File: config.mk
export PLATFORM = sky130hd
export DESIGN_NAME = tcbd_merge
export DESIGN_NICKNAME = d
export VERILOG_FILES = /design/src/hdl/tcbd_pkg.sv /design/src/hdl/tcbd_merge.sv
export SDC_FILE = /design/constraint.sdc
export NUM_CORES = 1
export LEC_CHECK = 0
export ABC_CLOCK_PERIOD_IN_PS = 1400
export CORE_AREA = 2 2 295 297
export DETAILED_ROUTE_END_ITERATION = 6
export DIE_AREA = 0 0 297 299
export DONT_BUFFER_PORTS = 1
export GPL_TIMING_DRIVEN = 0
export PLACE_DENSITY = 0.3
export SYNTH_ARGS = -nofsm -noshare
export SYNTH_HDL_FRONTEND = slang
export SYNTH_SLANG_ARGS = --single-unit
File: constraint.sdc
create_clock -name vclk -period 1.4
set_input_delay 0.07 -clock vclk [all_inputs]
set_output_delay 0.07 -clock vclk [all_outputs]
set_load 0.01 [all_outputs]
File: src/hdl/tcbd_pkg.sv
// Shared types, constants and lookup tables of the table-driven block decryptor.
package tcbd_pkg;

	localparam int ROUNDS       = 17;
	localparam int BYTES        = 16;
	localparam int SPAN         = 256;
	localparam int WORDS        = 4;
	localparam int KEY_WORDS    = ROUNDS * WORDS;
	localparam int ROUND_W      = 5;
	localparam int TBL_DEPTH    = ROUNDS * SPAN;
	localparam int TBL_ROW_W    = 13;
	localparam int NUM_KEYS_DEF = 101;

	localparam logic [ROUND_W-1:0] LAST_ROUND = ROUND_W'(ROUNDS - 1);

	// action codes
	localparam logic [1:0] ACT_LOAD_TABLE = 2'd0;
	localparam logic [1:0] ACT_LOAD_KEY   = 2'd1;
	localparam logic [1:0] ACT_DECRYPT    = 2'd2;

	// byte positions taken by the middle rounds, four per output word
	localparam logic [3:0] SHIFT_PICK [BYTES] = '{
		4'd0, 4'd7, 4'd10, 4'd13, 4'd1, 4'd4, 4'd11, 4'd14,
		4'd2, 4'd5, 4'd8, 4'd15, 4'd3, 4'd6, 4'd9, 4'd12
	};

	typedef struct packed {
		logic [1:0]  action;
		logic [16:0] address;
		logic [31:0] load_word;
		logic [6:0]  key_slot;
		logic [63:0] cipher_low;
		logic [63:0] cipher_high;
	} request_t;

	typedef struct packed {
		logic [63:0] plain_low;
		logic [63:0] plain_high;
	} result_t;

	typedef struct packed {
		logic                 en;
		logic [TBL_ROW_W-1:0] row;
		logic [31:0]          word;
	} lane_wr_t;

	typedef struct packed {
		logic               en;
		logic [ROUND_W-1:0] rnd;
	} lane_rd_t;

endpackage

File: src/hdl/tcbd_merge.sv
// Merge stage: XOR the sixteen lane words and four subkeys into the next block.
module tcbd_merge
	import tcbd_pkg::*;
(
	input  logic [31:0]  lane_word [BYTES],
	input  logic [31:0]  key_word [WORDS],
	input  logic         shifted,
	output logic [127:0] blk
);

	always_comb begin
		logic [31:0] acc;
		logic [3:0]  sel;
		blk = '0;
		for (int i = 0; i < WORDS; i++) begin
			acc = key_word[i];
			for (int j = 0; j < 4; j++) begin
				sel = shifted ? SHIFT_PICK[i*4 + j] : 4'(i*4 + j);
				acc ^= lane_word[sel];
			end
			blk[i*32 +: 32] = acc;
		end
	end

endmodule

### Yosys cells after proc, flatten, opt, wreduce, memory -nomap -nowiden

Index checks and enable logic that the tools add are counted.

* register bits after elaboration: 0
* input port bits: 641
* output and inout port bits: 128
* word-level logic and storage cells: 106

* magnitude comparators: 15
* muxes and demuxes: 60
* bitwise gates (word level): 31

Operator list (number)
* 32-bit binary-select mux with 4-bit select: 15
* 32-bit 2-to-1 mux: 30
* 32-bit XOR: 16
* 5-bit greater-or-equal comparator, second input constant: 15
* 4-bit NOT with 5-bit output: 12
* 4-bit 2-to-1 mux: 8
* 3-bit NOT with 5-bit output: 3
* 3-bit 2-to-1 mux: 4
* 2-bit 2-to-1 mux: 2
* 1-bit 2-to-1 mux: 1

### Longest topological paths before layout

* depth after elaboration: 9
* gate-level depth with buffers: 6
* mapped depth without buffers: 3

### Least setup slack after synthesis

OpenSTA, ideal clock, no wires.

* path type: input port to output port
* from: input port shifted
* to: output port blk[16]
* arrival time: 1.105 ns
* required time: 1.330 ns
* slack: 0.225 ns
* stages on the path: 6
* buffers on the path: 4
* cells stage by stage: clkbuf_2 -> buf_4 -> buf_6 -> buf_4 -> mux2i_1 -> xnor2_1

* longest elaborated chain between the ends: 8

Ends and longest elaborated chain
* start: declaration: RTL line tcbd_merge.sv:7 `input logic shifted,`
* 3-bit 2-to-1 mux: RTL line tcbd_merge.sv:18 `sel = shifted ? SHIFT_PICK[i*4 + j] : 4'(i*4 + j);`
* 3-bit NOT with 5-bit output (implied by the code): RTL line tcbd_merge.sv:19 `acc ^= lane_word[sel];`
* 32-bit binary-select mux with 4-bit select: RTL line tcbd_merge.sv:19
* 32-bit 2-to-1 mux (implied by the code) (2 in a row): RTL line tcbd_merge.sv:19
* 32-bit XOR (2 in a row): RTL line tcbd_merge.sv:19
* 32-bit XOR (*): RTL line tcbd_merge.sv:19
* end: declaration: RTL line tcbd_merge.sv:8 `output logic [127:0] blk`

Mark *: on every way between the ends. The rest lies on a longest branch, timed or not. The select of a mux whose other input is x is not followed.

### Worst setup path after layout

* from: input port shifted
* to: output port blk[117]

* longest elaborated chain between the ends: 9

Ends and longest elaborated chain (RTL line)
* 4-bit 2-to-1 mux: tcbd_merge.sv:18
* 4-bit NOT with 5-bit output (implied by the code): tcbd_merge.sv:19
* 32-bit binary-select mux with 4-bit select: tcbd_merge.sv:19
* 32-bit 2-to-1 mux (implied by the code) (2 in a row): tcbd_merge.sv:19
* 32-bit XOR (3 in a row): tcbd_merge.sv:19
* 32-bit XOR (*): tcbd_merge.sv:19

Marks and branches as above.

==> impl_metrics.tcl <==
set metrics [dict create \
    critical_path_class "input pin to primary output" \
    die_y_um 299 \
    seq_cell_count 0 \
    initial_core_util_pct 10.8 \
    seq_area_sq_um 0 \
    io_pins 769 \
    grt_usage_pct 10.7 \
    stdcell_count 2107 \
    cellPowerDensity_nw_per_um2 517 \
    ir_drop_v 0.000198 \
    dpl-instance-area_sq_um 10700 \
    arrival_ns 1.38 \
    grt_pass1_wl_mm 66.8 \
    coreArea_sq_um 85900 \
    ys_seq_area_share_pct 0 \
    critPathMaxStageDelay_ns 0.25 \
    drv_cap 0 \
    crit_family "buffers and inverters" \
    dp.cells 2080 \
    fin_crit_sh_pct 104 \
    nNetsFinal 1592 \
    grt_max_degree 11 \
    drive_above_1_share_pct 22.9 \
    hold_viol 0 \
    crit_fanout 7 \
    critPathLaunch "shifted" \
    port_buffers 0 \
    die-area_sq_um 88800 \
    crit_buf_inv 5 \
    dieWidth_um 297 \
    max-slew-margin-rel_pct 52.5 \
    route.detailed.drc 0 \
    fin_ws_ns -0.0502 \
    drt-pass1-iter-count 4 \
    fin_area_sq_um 12600 \
    grt-ovfl-total 0 \
    syn-cell-area_sq_um 9260 \
    startpoint_type "input pin" \
    violations "negative setup slack" \
    wl_per_cell_um 24.7 \
    detail-route-antenna-nets 0 \
    antenna_found_initial 3 \
    crit_cells 8 \
    setup_viol 3 \
    critPathSlowestCell "xnor2_1" \
    synth.net_count 1566 \
    cts_hold_buf 0 \
    worst_pin_slew_ns 0.710 \
    drtIter0Drc 274 \
    cp_cell_sequence "clkbuf_16 > buf_16 > buf_4 > buf_16 > buf_4 > mux2i_1 > xnor2_1 > xnor2_2" \
    area_growth_syn_to_layout_pct 36.6 \
    slew_violations 0 \
    hp-class "input pin to primary output" \
    yosys_warnings 0 \
    dp_hpwl_mm 44.3 \
    dr_total_vias 6906 \
    critPathCaptureType "primary output" \
    status "finished with violations" \
    wirelength_mm 52.1 \
    synthesis.instances 925 \
    synthDistinctLibCells 8 \
    place_congestion 0.942 \
    syn_avg_cell_area_sq_um 10.0 \
    rsz0062_at_grt "yes" \
    p_leak_nw 5.18 \
    vias_per_cell 3.28 \
    fin_tns_setup_ns -0.0984 \
    rows 108 \
    required_ns 1.33 \
    max_freq_mhz 690 \
    setup.worst_path.end "blk[117]" \
    grt_pass1_vias 7826 \
    period_minus_slack_ns 1.45 \
    final.clkbuf_count 0 \
]
cells by family after synthesis:
group / after synthesis / share of synthesized area (%)
buffers and inverters: 29 / 2.69
muxes: 256 / 27.7
xor gates and xnor gates: 640 / 69.6
worst min-delay path by stage:
stage,from,endpoint,cells after the start
2_1_floorplan,key_word[31],blk[127],1
3_3_place_gp,key_word[34],blk[66],1
3_5_place_dp,key_word[34],blk[66],1
4_1_cts,key_word[34],blk[66],1
5_1_grt,key_word[34],blk[66],1
6_report,key_word[89],blk[57],1
Yosys cell counts:
| cell | number | area, sq um |
|---|---|---|
| mux2i_1 | 256 | 2560 |
| buf_4 | 9 | 67.6 |
| xnor2_1 | 256 | 2240 |
| xor2_1 | 323 | 2830 |
| clkbuf_2 | 1 | 5.00 |
| buf_6 | 13 | 146 |
| xnor3_1 | 61 | 1370 |
| buf_2 | 6 | 30.0 |
power by group:
| part | leakage (nW) | switching [mW] | internal [mW] |
|---|---|---|---|
| sequential | 0 | 0 | 0 |
| clock | 0.0000190 | 0 | 0.000000287 |
| combinational | 5.18 | 3.24 | 3.29 |
cells in the final DEF (no fill, tap or decap), drive strengths merged:
cell type  instances
xnor2            256
clkbuf             4
xnor3             61
mux2i            256
diode              3
bufbuf             3
xor2             323
buf               46
through the flow:
| step | total power [mW] | hold slack [ns] | util (%) | setup slack, ns |
|---|---|---|---|---|
| 5_1_grt | 6.94 | 0.400 | 14.7 | -0.136 |
| 3_3_place_gp | 5.44 | 0.397 | 12.5 | -1.21 |
| 3_5_place_dp | 5.41 | 0.397 | 12.5 | -1.23 |
| 4_1_cts | 6.17 | 0.397 | 13.8 | -0.0862 |
| 2_1_floorplan | 4.21 | 0.391 | - | 0.225 |
| 6_report | 6.53 | 0.394 | 14.7 | -0.0502 |
area by class of cell:
type               instances  area (sq um)
diodes                     3          7.51
plain buffers             27           576
fillers                 9754         73300
multi-input cells        896         10200
well taps               1155          1450
repair buffers            26           457
what timing repair did:
action                                  in CTS  in global routing
endpoints found under the hold margin        0                  0
endpoints found under the setup margin     128                 91
resized for setup                          166                119
pin swaps                                   22                 53
gates cloned                                 6                  3
setup buffers                               12                  6
layer usage:
| metal | vias up | part of all wire (%) | global-route usage [%] |
|---|---|---|---|
| li1 | 3137 | - | - |
| met1 | 3286 | 34 | 10.8 |
| met2 | 429 | 54 | 21.4 |
| met3 | 54 | 7.8 | 3.06 |
| met4 | 0 | 3.6 | 2.67 |
| met5 | - | 0 | 0 |
(Power assumes the default switching activity.)
